[config.mk]
export PLATFORM = sky130hd
export DESIGN_NAME = two_level_priority_command_queue_top
export DESIGN_NICKNAME = d
export VERILOG_FILES = /design/src/rtl/core/tlpcq_pkg.sv /design/src/rtl/core/tlpcq_ctrl.sv /design/src/rtl/core/tlpcq_dp.sv /design/src/rtl/core/two_level_priority_command_queue_top.sv
export SDC_FILE = /design/constraint.sdc
export NUM_CORES = 2
export LEC_CHECK = 0
export BUFFER_PORTS_ARGS = -buffer_cell sky130_fd_sc_hd__buf_2
export CORE_MARGIN = 4
export CORE_UTILIZATION = 30
export DETAILED_ROUTE_END_ITERATION = 8
export PLACE_DENSITY = 0.52
export SLEW_MARGIN = 20
export SYNTH_ARGS = -nofsm -noshare
export SYNTH_HDL_FRONTEND = slang
export SYNTH_HIERARCHICAL = 1
export SYNTH_SLANG_ARGS = --single-unit
[constraint.sdc]
create_clock -name clock -period 24.6 [get_ports clock]
set_clock_uncertainty 0.15 [all_clocks]
set_input_delay 4.92 -clock clock [delete_from_list [all_inputs] [get_ports clock]]
set_output_delay 4.92 -clock clock [all_outputs]
set_load 0.01 [all_outputs]
[src/rtl/core/tlpcq_pkg.sv]
// Shared types, codes and defaults for the two-level priority command queue.
// No dependencies; used by tlpcq_ctrl, tlpcq_dp and the top level.
package tlpcq_pkg;

   localparam int unsigned PRIO_DEPTH_DEFAULT    = 8;
   localparam int unsigned GENERAL_DEPTH_DEFAULT = 32;
   localparam int unsigned DATA_WIDTH_DEFAULT    = 64;

   // opcodes
   localparam logic OP_ENQUEUE = 1'b0;
   localparam logic OP_SERVICE = 1'b1;

   // result kinds
   localparam logic [1:0] KIND_ENQUEUED   = 2'd0;
   localparam logic [1:0] KIND_DROPPED    = 2'd1;
   localparam logic [1:0] KIND_DISPATCHED = 2'd2;
   localparam logic [1:0] KIND_NOTHING    = 2'd3;

   typedef struct packed {
      logic        opcode;
      logic        is_priority;
      logic [7:0]  request_code;
      logic [63:0] command_data;
   } req_payload_type;

   typedef struct packed {
      logic [1:0]  result_kind;
      logic        from_priority;
      logic [7:0]  out_request_code;
      logic [63:0] out_command_data;
      logic        last;
   } rsp_payload_type;

   // controller -> datapath
   typedef struct packed {
      logic push;        // enqueue request accepted
      logic pop_prio;    // read and retire priority head
      logic pop_gen;     // read and retire general head
      logic emit_entry;  // load fetched entry into output register
      logic emit_none;   // load nothing-to-dispatch result
   } cmd_type;

   // datapath -> controller
   typedef struct packed {
      logic prio_empty;
      logic gen_empty;
      logic out_free;
      logic emit_last;
   } status_type;

endpackage

[src/rtl/core/tlpcq_ctrl.sv]
// Sequencer for the two-level priority command queue.
// Depends on tlpcq_pkg (cmd_type, status_type, opcodes).
module tlpcq_ctrl (
   input  logic                 clock,
   input  logic                 reset,
   input  logic                 req_valid,
   input  logic                 req_opcode,
   input  tlpcq_pkg::status_type sts,
   output logic                 req_stall,
   output tlpcq_pkg::cmd_type   cmd
);

   typedef enum logic [1:0] {
      ST_IDLE,
      ST_FETCH,
      ST_EMIT
   } state_type;

   state_type state_ff;
   state_type state_in;
   logic      accept;

   assign req_stall = (state_ff != ST_IDLE) || !sts.out_free;
   assign accept    = req_valid && !req_stall;

   always_comb begin
      cmd      = '0;
      state_in = state_ff;
      unique case (state_ff)
         ST_IDLE: begin
            if (accept) begin
               if (req_opcode == tlpcq_pkg::OP_ENQUEUE) begin
                  cmd.push = 1'b1;
               end else begin
                  state_in = ST_FETCH;
               end
            end
         end
         ST_FETCH: begin
            priority if (!sts.prio_empty) begin
               cmd.pop_prio = 1'b1;
               state_in     = ST_EMIT;
            end else if (!sts.gen_empty) begin
               cmd.pop_gen = 1'b1;
               state_in    = ST_EMIT;
            end else if (sts.out_free) begin
               cmd.emit_none = 1'b1;
               state_in      = ST_IDLE;
            end
         end
         ST_EMIT: begin
            if (sts.out_free) begin
               cmd.emit_entry = 1'b1;
               state_in       = sts.emit_last ? ST_IDLE : ST_FETCH;
            end
         end
         default: state_in = ST_IDLE;
      endcase
   end

   always_ff @(posedge clock) begin
      if (reset) begin
         state_ff <= ST_IDLE;
      end else begin
         state_ff <= state_in;
      end
   end

endmodule

[src/rtl/core/tlpcq_dp.sv]
// Datapath: both ring stores, their pointers, read registers and the result register.
// Depends on tlpcq_pkg (payload, cmd and status types, result kinds).
module tlpcq_dp #(
   parameter int unsigned PRIO_DEPTH    = tlpcq_pkg::PRIO_DEPTH_DEFAULT,
   parameter int unsigned GENERAL_DEPTH = tlpcq_pkg::GENERAL_DEPTH_DEFAULT,
   parameter int unsigned DATA_WIDTH    = tlpcq_pkg::DATA_WIDTH_DEFAULT
) (
   input  logic                      clock,
   input  logic                      reset,
   input  tlpcq_pkg::req_payload_type req_payload,
   input  logic                      rsp_stall,
   input  tlpcq_pkg::cmd_type        cmd,
   output tlpcq_pkg::status_type     sts,
   output logic                      rsp_valid,
   output tlpcq_pkg::rsp_payload_type rsp_payload
);

   localparam int unsigned EW  = 8 + DATA_WIDTH;
   localparam int unsigned PPW = (PRIO_DEPTH > 1) ? $clog2(PRIO_DEPTH) : 1;
   localparam int unsigned PCW = $clog2(PRIO_DEPTH + 1);
   localparam int unsigned GPW = (GENERAL_DEPTH > 1) ? $clog2(GENERAL_DEPTH) : 1;
   localparam int unsigned GCW = $clog2(GENERAL_DEPTH + 1);
   localparam int unsigned PTW = PPW + 1;
   localparam int unsigned GTW = GPW + 1;

   localparam logic [PPW-1:0] PRIO_LAST  = PPW'(PRIO_DEPTH - 1);
   localparam logic [GPW-1:0] GEN_LAST   = GPW'(GENERAL_DEPTH - 1);
   localparam logic [PCW-1:0] PRIO_FULL  = PCW'(PRIO_DEPTH);
   localparam logic [GCW-1:0] GEN_FULL   = GCW'(GENERAL_DEPTH);
   localparam logic [PTW-1:0] PRIO_SPAN  = PTW'(PRIO_DEPTH);
   localparam logic [GTW-1:0] GEN_SPAN   = GTW'(GENERAL_DEPTH);

   logic [EW-1:0]  prio_mem [PRIO_DEPTH];
   logic [EW-1:0]  gen_mem  [GENERAL_DEPTH];

   logic [PPW-1:0] prio_head_ff, prio_head_in;
   logic [PCW-1:0] prio_count_ff, prio_count_in;
   logic [GPW-1:0] gen_head_ff, gen_head_in;
   logic [GCW-1:0] gen_count_ff, gen_count_in;

   logic [EW-1:0]  rd_data_ff;
   logic           src_prio_ff;

   logic           rsp_valid_ff, rsp_valid_in;
   tlpcq_pkg::rsp_payload_type rsp_payload_ff;

   logic [PTW-1:0] prio_sum;
   logic [GTW-1:0] gen_sum;
   logic [PPW-1:0] prio_tail;
   logic [GPW-1:0] gen_tail;
   logic           prio_full, gen_full;
   logic           push_ok;
   logic [EW-1:0]  wr_entry;

   assign prio_full = (prio_count_ff == PRIO_FULL);
   assign gen_full  = (gen_count_ff == GEN_FULL);
   assign push_ok   = req_payload.is_priority ? !prio_full : !gen_full;
   assign wr_entry  = {req_payload.request_code, req_payload.command_data[DATA_WIDTH-1:0]};

   // tail = head + count, wrapped once
   always_comb begin
      prio_sum = PTW'(prio_head_ff) + PTW'(prio_count_ff);
      if (prio_sum >= PRIO_SPAN) begin
         prio_sum = prio_sum - PRIO_SPAN;
      end
      prio_tail = prio_sum[PPW-1:0];
      gen_sum = GTW'(gen_head_ff) + GTW'(gen_count_ff);
      if (gen_sum >= GEN_SPAN) begin
         gen_sum = gen_sum - GEN_SPAN;
      end
      gen_tail = gen_sum[GPW-1:0];
   end

   always_comb begin
      prio_head_in  = prio_head_ff;
      prio_count_in = prio_count_ff;
      gen_head_in   = gen_head_ff;
      gen_count_in  = gen_count_ff;
      if (cmd.push && push_ok) begin
         if (req_payload.is_priority) begin
            prio_count_in = prio_count_ff + 1'b1;
         end else begin
            gen_count_in = gen_count_ff + 1'b1;
         end
      end
      if (cmd.pop_prio) begin
         prio_head_in  = (prio_head_ff == PRIO_LAST) ? '0 : prio_head_ff + 1'b1;
         prio_count_in = prio_count_ff - 1'b1;
      end
      if (cmd.pop_gen) begin
         gen_head_in  = (gen_head_ff == GEN_LAST) ? '0 : gen_head_ff + 1'b1;
         gen_count_in = gen_count_ff - 1'b1;
      end
   end

   assign rsp_valid_in = cmd.push || cmd.emit_none || cmd.emit_entry ||
                         (rsp_valid_ff && rsp_stall);

   always_ff @(posedge clock) begin
      if (reset) begin
         prio_head_ff  <= '0;
         prio_count_ff <= '0;
         gen_head_ff   <= '0;
         gen_count_ff  <= '0;
         rsp_valid_ff  <= 1'b0;
      end else begin
         prio_head_ff  <= prio_head_in;
         prio_count_ff <= prio_count_in;
         gen_head_ff   <= gen_head_in;
         gen_count_ff  <= gen_count_in;
         rsp_valid_ff  <= rsp_valid_in;
      end
   end

   // stores: one write, one registered read each
   always_ff @(posedge clock) begin
      if (cmd.push && push_ok && req_payload.is_priority) begin
         prio_mem[prio_tail] <= wr_entry;
      end
      if (cmd.push && push_ok && !req_payload.is_priority) begin
         gen_mem[gen_tail] <= wr_entry;
      end
   end

   always_ff @(posedge clock) begin
      if (cmd.pop_prio) begin
         rd_data_ff  <= prio_mem[prio_head_ff];
         src_prio_ff <= 1'b1;
      end else if (cmd.pop_gen) begin
         rd_data_ff  <= gen_mem[gen_head_ff];
         src_prio_ff <= 1'b0;
      end
   end

   always_ff @(posedge clock) begin
      if (cmd.push) begin
         rsp_payload_ff.result_kind      <= push_ok ? tlpcq_pkg::KIND_ENQUEUED
                                                    : tlpcq_pkg::KIND_DROPPED;
         rsp_payload_ff.from_priority    <= req_payload.is_priority;
         rsp_payload_ff.out_request_code <= '0;
         rsp_payload_ff.out_command_data <= '0;
         rsp_payload_ff.last             <= 1'b1;
      end else if (cmd.emit_none) begin
         rsp_payload_ff.result_kind      <= tlpcq_pkg::KIND_NOTHING;
         rsp_payload_ff.from_priority    <= 1'b0;
         rsp_payload_ff.out_request_code <= '0;
         rsp_payload_ff.out_command_data <= '0;
         rsp_payload_ff.last             <= 1'b1;
      end else if (cmd.emit_entry) begin
         rsp_payload_ff.result_kind      <= tlpcq_pkg::KIND_DISPATCHED;
         rsp_payload_ff.from_priority    <= src_prio_ff;
         rsp_payload_ff.out_request_code <= rd_data_ff[EW-1:DATA_WIDTH];
         rsp_payload_ff.out_command_data <= 64'(rd_data_ff[DATA_WIDTH-1:0]);
         rsp_payload_ff.last             <= sts.emit_last;
      end
   end

   // a general entry always ends the run; a priority one ends it when both queues are dry
   assign sts.emit_last  = !src_prio_ff || ((prio_count_ff == '0) && (gen_count_ff == '0));
   assign sts.prio_empty = (prio_count_ff == '0);
   assign sts.gen_empty  = (gen_count_ff == '0);
   assign sts.out_free   = !rsp_valid_ff || !rsp_stall;

   assign rsp_valid   = rsp_valid_ff;
   assign rsp_payload = rsp_payload_ff;

endmodule

[src/rtl/core/two_level_priority_command_queue_top.sv]
// Top level of the two-level priority command queue.
// Depends on tlpcq_pkg, tlpcq_ctrl and tlpcq_dp.
//
// Usage:
//  - req_ channel carries one request: an enqueue (opcode 0) or a service
//    tick (opcode 1). Taken on a clock edge with req_valid high, req_stall low.
//  - rsp_ channel returns results through a single output register; a result
//    is taken on an edge with rsp_valid high and rsp_stall low.
//  - Enqueue: one result, registered the cycle after acceptance; the next
//    request can be taken in that same cycle, so enqueues run at one per
//    cycle while the receiver keeps up.
//  - Service tick: every priority entry, oldest first, then at most one
//    general entry; each result is a registered store read, then a load of
//    the output register once it is free. The final result has last set. A
//    tick with both queues empty gives one "nothing to dispatch" result.
//  - req_stall stays high for the whole tick and whenever the output register
//    is held by rsp_stall; nothing is lost or repeated under stall.
//  - Reset (synchronous) empties both queues and clears rsp_valid; no
//    clearing pass is needed, the stores are only read where written.
module two_level_priority_command_queue_top #(
   parameter int unsigned PRIO_DEPTH    = tlpcq_pkg::PRIO_DEPTH_DEFAULT,
   parameter int unsigned GENERAL_DEPTH = tlpcq_pkg::GENERAL_DEPTH_DEFAULT,
   parameter int unsigned DATA_WIDTH    = tlpcq_pkg::DATA_WIDTH_DEFAULT
) (
   input  logic                       clock,
   input  logic                       reset,
   input  logic                       req_valid,
   output logic                       req_stall,
   input  tlpcq_pkg::req_payload_type req_payload,
   output logic                       rsp_valid,
   input  logic                       rsp_stall,
   output tlpcq_pkg::rsp_payload_type rsp_payload
);

   tlpcq_pkg::cmd_type    cmd;
   tlpcq_pkg::status_type sts;

   // sequencer: decides push / pop / emit each cycle
   tlpcq_ctrl u_ctrl (
      .clock      (clock),
      .reset      (reset),
      .req_valid  (req_valid),
      .req_opcode (req_payload.opcode),
      .sts        (sts),
      .req_stall  (req_stall),
      .cmd        (cmd)
   );

   // stores, ring pointers and the output register
   tlpcq_dp #(
      .PRIO_DEPTH    (PRIO_DEPTH),
      .GENERAL_DEPTH (GENERAL_DEPTH),
      .DATA_WIDTH    (DATA_WIDTH)
   ) u_dp (
      .clock       (clock),
      .reset       (reset),
      .req_payload (req_payload),
      .rsp_stall   (rsp_stall),
      .cmd         (cmd),
      .sts         (sts),
      .rsp_valid   (rsp_valid),
      .rsp_payload (rsp_payload)
   );

endmodule

==> summary.md <==
| Metric | Value |
|---|---|
| Status | `finished, final reports clean` |
| Net Sw Power | `2330 uW` |
| Vias | `53500` |
| Met2 wire len | `149000 um` |
| Number of warning messages in the yosys log | `6` |
| Leading post-synthesis cells by instance count | `2955 x sky130_fd_sc_hd__edfxtp_1, 790 x sky130_fd_sc_hd__mux4_2, 222 x sky130_fd_sc_hd__mux2i_1` |
| Number of buffers inserted during clock tree synthesis | `327` |
| Highest metal layer used by the detailed router | `met5` |
| Critical Path Max Stage Delay | `0.22 ns` |
| Share of the synthesized area in the top cell type | `76.3%` |
| Max-capacitance violation count | `0` |
| Maximum fanout encountered on the critical timing path | `5` |
| Minimum hold slack | `0.333 ns` |
| IO buf count | `155` |
| # H-tree levels | `5` |
| Row Count | `228` |
| Synthesized area divided by synthesized cell count | `23.3 um^2` |
| Peak ir drop on the vdd network | `0.0000523 V` |
| Final count of negative-setup-slack endpoints | `0` |
| Residual DRC | `0` |
| Pint | `8620 uW` |
| Share of the clock period used by the worst path after layout | `43.5%` |
| Class of the most critical setup path | `in -> out` |
| Remaining global-route overflow | `0` |
| Slew headroom | `24.0%` |
| Yosys top cell by area | `sky130_fd_sc_hd__edfxtp_1` |
| Clk root buf | `sky130_fd_sc_hd__clkbuf_16` |
| Postcts setup bufs | `0` |
| Final worst slack | `13.90 ns` |
| Setup TNS | `0 ns` |
| Number of register bits inferred by synthesis | `3058` |
| Critical path's most frequent cell | `sky130_fd_sc_hd__buf_2` |
| Metal1 wirelength | `135000 um` |
| Final Routed Wirelength | `308000 um` |
| Detail Route met3 WL | `16900 um` |
| Die Outline Area | `398000 um^2` |
| Highest attainable clock frequency | `93.5 MHz` |
| Most repeated cell in the gate-level netlist after synthesis | `sky130_fd_sc_hd__edfxtp_1` |
| Combinational Power Share | `3.8%` |
| Number of global-route vias before repair | `54700` |
| Filler cell count in the final layout | `35800` |
| Non-Filler Cell Area, Final | `134000 um^2` |
| Number of distinct library cells after synthesis | `52` |
| Nature of the critical path endpoint | `output pin` |
| Num ports | `156` |
| Global-route wire length before repair | `432000 um` |
| Final net count | `5429` |
| Post-placement worst setup slack | `13.90 ns` |
| FF/Latch Area | `90800 um^2` |
| Startpoint types | `primary input` |
| Drt first-iter violations | `5264` |
| Setup repair after global routing missed its margin | `no` |
| Synthesized area | `116000 um^2` |
| Maximum number of pins on one net before global-route repair | `127` |
| Power Dens Cells | `81.9 nW/um^2` |
| Clock group share of total power | `43.5%` |
| Sequential share of the synthesized area | `78.1%` |
| Core footprint | `386000 um^2` |
| Antenna violations before repair | `42` |
| Number of failing hold endpoints at the final stage | `0` |
| Path type of the worst min-delay path | `reg -> reg` |
| CTS tree | `yes` |
| Number of enable flip-flop cells after synthesis | `2955` |
| HPWL after detailed placement | `173000 um` |
| Actual transition at the worst max-transition pin | `1.14 ns` |
| Largest buffer count on any clock path | `4` |
| Arrival time reported for the critical path endpoint | `5.63 ns` |
| Mapped Cells | `4989` |
| Clock Latency Late Sink | `0.91 ns` |
| Area after detailed placement | `123000 um^2` |
| Number of nets with antenna violations after routing | `0` |
| Post-Syn Nets | `5086` |
| Worst path cell trace | `buf_2 -> nand2_1 -> nor2b_1 -> nand2b_2 -> buf_2` |
| Required time worst endpoint | `19.53 ns` |
| Clock Sinks | `3058` |
| Last weighted congestion value of the routability-driven placer | `0.753` |
| Count of hold buffers inserted by post-cts repair | `0` |
| First-pass detailed-route iteration total | `5` |
| Cts repair resizes | `0` |
| Min cycle time layout | `10.70 ns` |
| Area growth from synthesis to final layout | `15.0%` |
| Share of cells above drive strength 1 | `29.7%` |
| Area contributors post-synth | `sky130_fd_sc_hd__edfxtp_1 76%, sky130_fd_sc_hd__mux4_2 15%, sky130_fd_sc_hd__mux2i_1 1.9%, sky130_fd_sc_hd__dfxtp_1 1.8%, sky130_fd_sc_hd__mux2_2 0.73%` |
| Slowest stage cell, crit path | `sky130_fd_sc_hd__nor2b_1` |
| Post-detailed-route wirelength per cell | `28.6 um` |
| Effective utilization at floorplan | `30.1%` |
| Leakage power | `0.0396 uW` |
| Async SR Flop Fraction | `0%` |
| Die outline height | `630 um` |
| Sequential share of power | `52.7%` |
| Number of pins with negative max-slew slack in the final report | `0` |
| Die width | `630 um` |
| Switching Fraction | `21.3%` |
| Area occupied by multi-input gates | `24200 um^2` |
| Most instantiated flip-flop cell in the synthesis netlist | `sky130_fd_sc_hd__edfxtp_1` |
| Clock-pin slew on the worst setup and hold paths | `0.06 ns` |
| Via/cell ratio | `4.96` |
| Tot GR Track Use | `15.1%` |
==> critical path, delay by kind of cell <==
family	cells	cell delay (ns)
simple gates	3	0.46
buf+inv	2	0.25
==> routing by layer <==
metal	vias up	global-route usage, %
met5	-	0
met4	22	3.70
met3	441	2.38
met2	1547	24.6
met1	29600	21.3
li1	21900	-
==> layout make-up <==
class / count / share of cell area (%)
Sequential cell: 3058 / 67.9
Multi-Input combinational cell: 1656 / 18.1
Clock buffer: 405 / 6.45
Tap cell: 5175 / 4.84
Timing Repair Buffer: 278 / 1.33
Clock inverter: 192 / 1.27
Antenna cell: 20 / 0.0374
Inverter: 11 / 0.0309
==> path summary, 6_finish.rpt <==
| kind | end | start | slack [ns] | cells after the start |
|---|---|---|---|---|
| max | req_stall | rsp_stall | 13.90 | 5 |
| min | u_dp/rsp_payload[41] | u_dp/rd_data_ff[40] | 0.33 | 2 |
| max reg2reg | u_dp/rd_data_ff[18] | register | 19.00 | 8 |
| min reg2reg | u_dp/rsp_payload[41] | u_dp/rd_data_ff[40] | 0.33 | 2 |
==> stage by stage <==
stage               total power [uW]  std cells  util, %
floorplan                       6090       4989        -
global placement                6300      10200     32.0
detailed placement              6310      10200     32.0
CTS                            11100      10800     34.7
global route                   11300      10800     34.7
finish                         10900      10800     34.7
==> state kept, by name (all words and copies together) (netlist names), named ones only <==
register,flops
u_ctrl/state_ff,2
u_dp/gen_count_ff,6
u_dp/gen_head_ff,5
u_dp/gen_mem,2304
u_dp/prio_count_ff,4
u_dp/prio_head_ff,3
u_dp/prio_mem,576
u_dp/rd_data_ff,72
u_dp/rsp_payload,76
u_dp/rsp_valid,1
u_dp/src_prio_ff,1
==> power groups by stage <==
| stage | Sequential [uW] | Combinational [uW] | Clock, uW |
|---|---|---|---|
| floorplan | 5880 | 216 | 0 |
| global placement | 5880 | 422 | 0 |
| detailed placement | 5880 | 429 | 0 |
| CTS | 5770 | 430 | 4890 |
| global route | 5770 | 447 | 5110 |
| finish | 5770 | 415 | 4770 |
==> cell families after synthesis <==
family	share of synthesized area, %
buf+inv	1.32
xor+xnor	0.121
flops	78.1
compound gates	1.24
fa+ha+maj	0.230
simple gates	1.04
mux	17.9
==> cells in the final DEF, fill, tap and decap left out, types with 22 or more instances in the layout <==
cell type                   Yosys  routed
sky130_fd_sc_hd__a21oi_1       86      86
sky130_fd_sc_hd__buf_2         46     155
sky130_fd_sc_hd__buf_4          7     115
sky130_fd_sc_hd__bufinv_16      0      22
sky130_fd_sc_hd__clkbuf_1     119      67
sky130_fd_sc_hd__clkbuf_16      0     331
sky130_fd_sc_hd__clkinv_1       0      70
sky130_fd_sc_hd__clkinv_2       0      66
sky130_fd_sc_hd__dfxtp_1      103      95
sky130_fd_sc_hd__edfxtp_1    2955    2955
sky130_fd_sc_hd__mux2_2        75      75
sky130_fd_sc_hd__mux2i_1      222     222
sky130_fd_sc_hd__mux4_2       790     790
sky130_fd_sc_hd__nand2_1       88      87
sky130_fd_sc_hd__nor2_1       131      95
sky130_fd_sc_hd__nor2_4         0      36
sky130_fd_sc_hd__o21ai_1       72      72
sky130_fd_sc_hd__o22ai_1       70      70
Note: power is estimated with default switching activity, not from simulation.
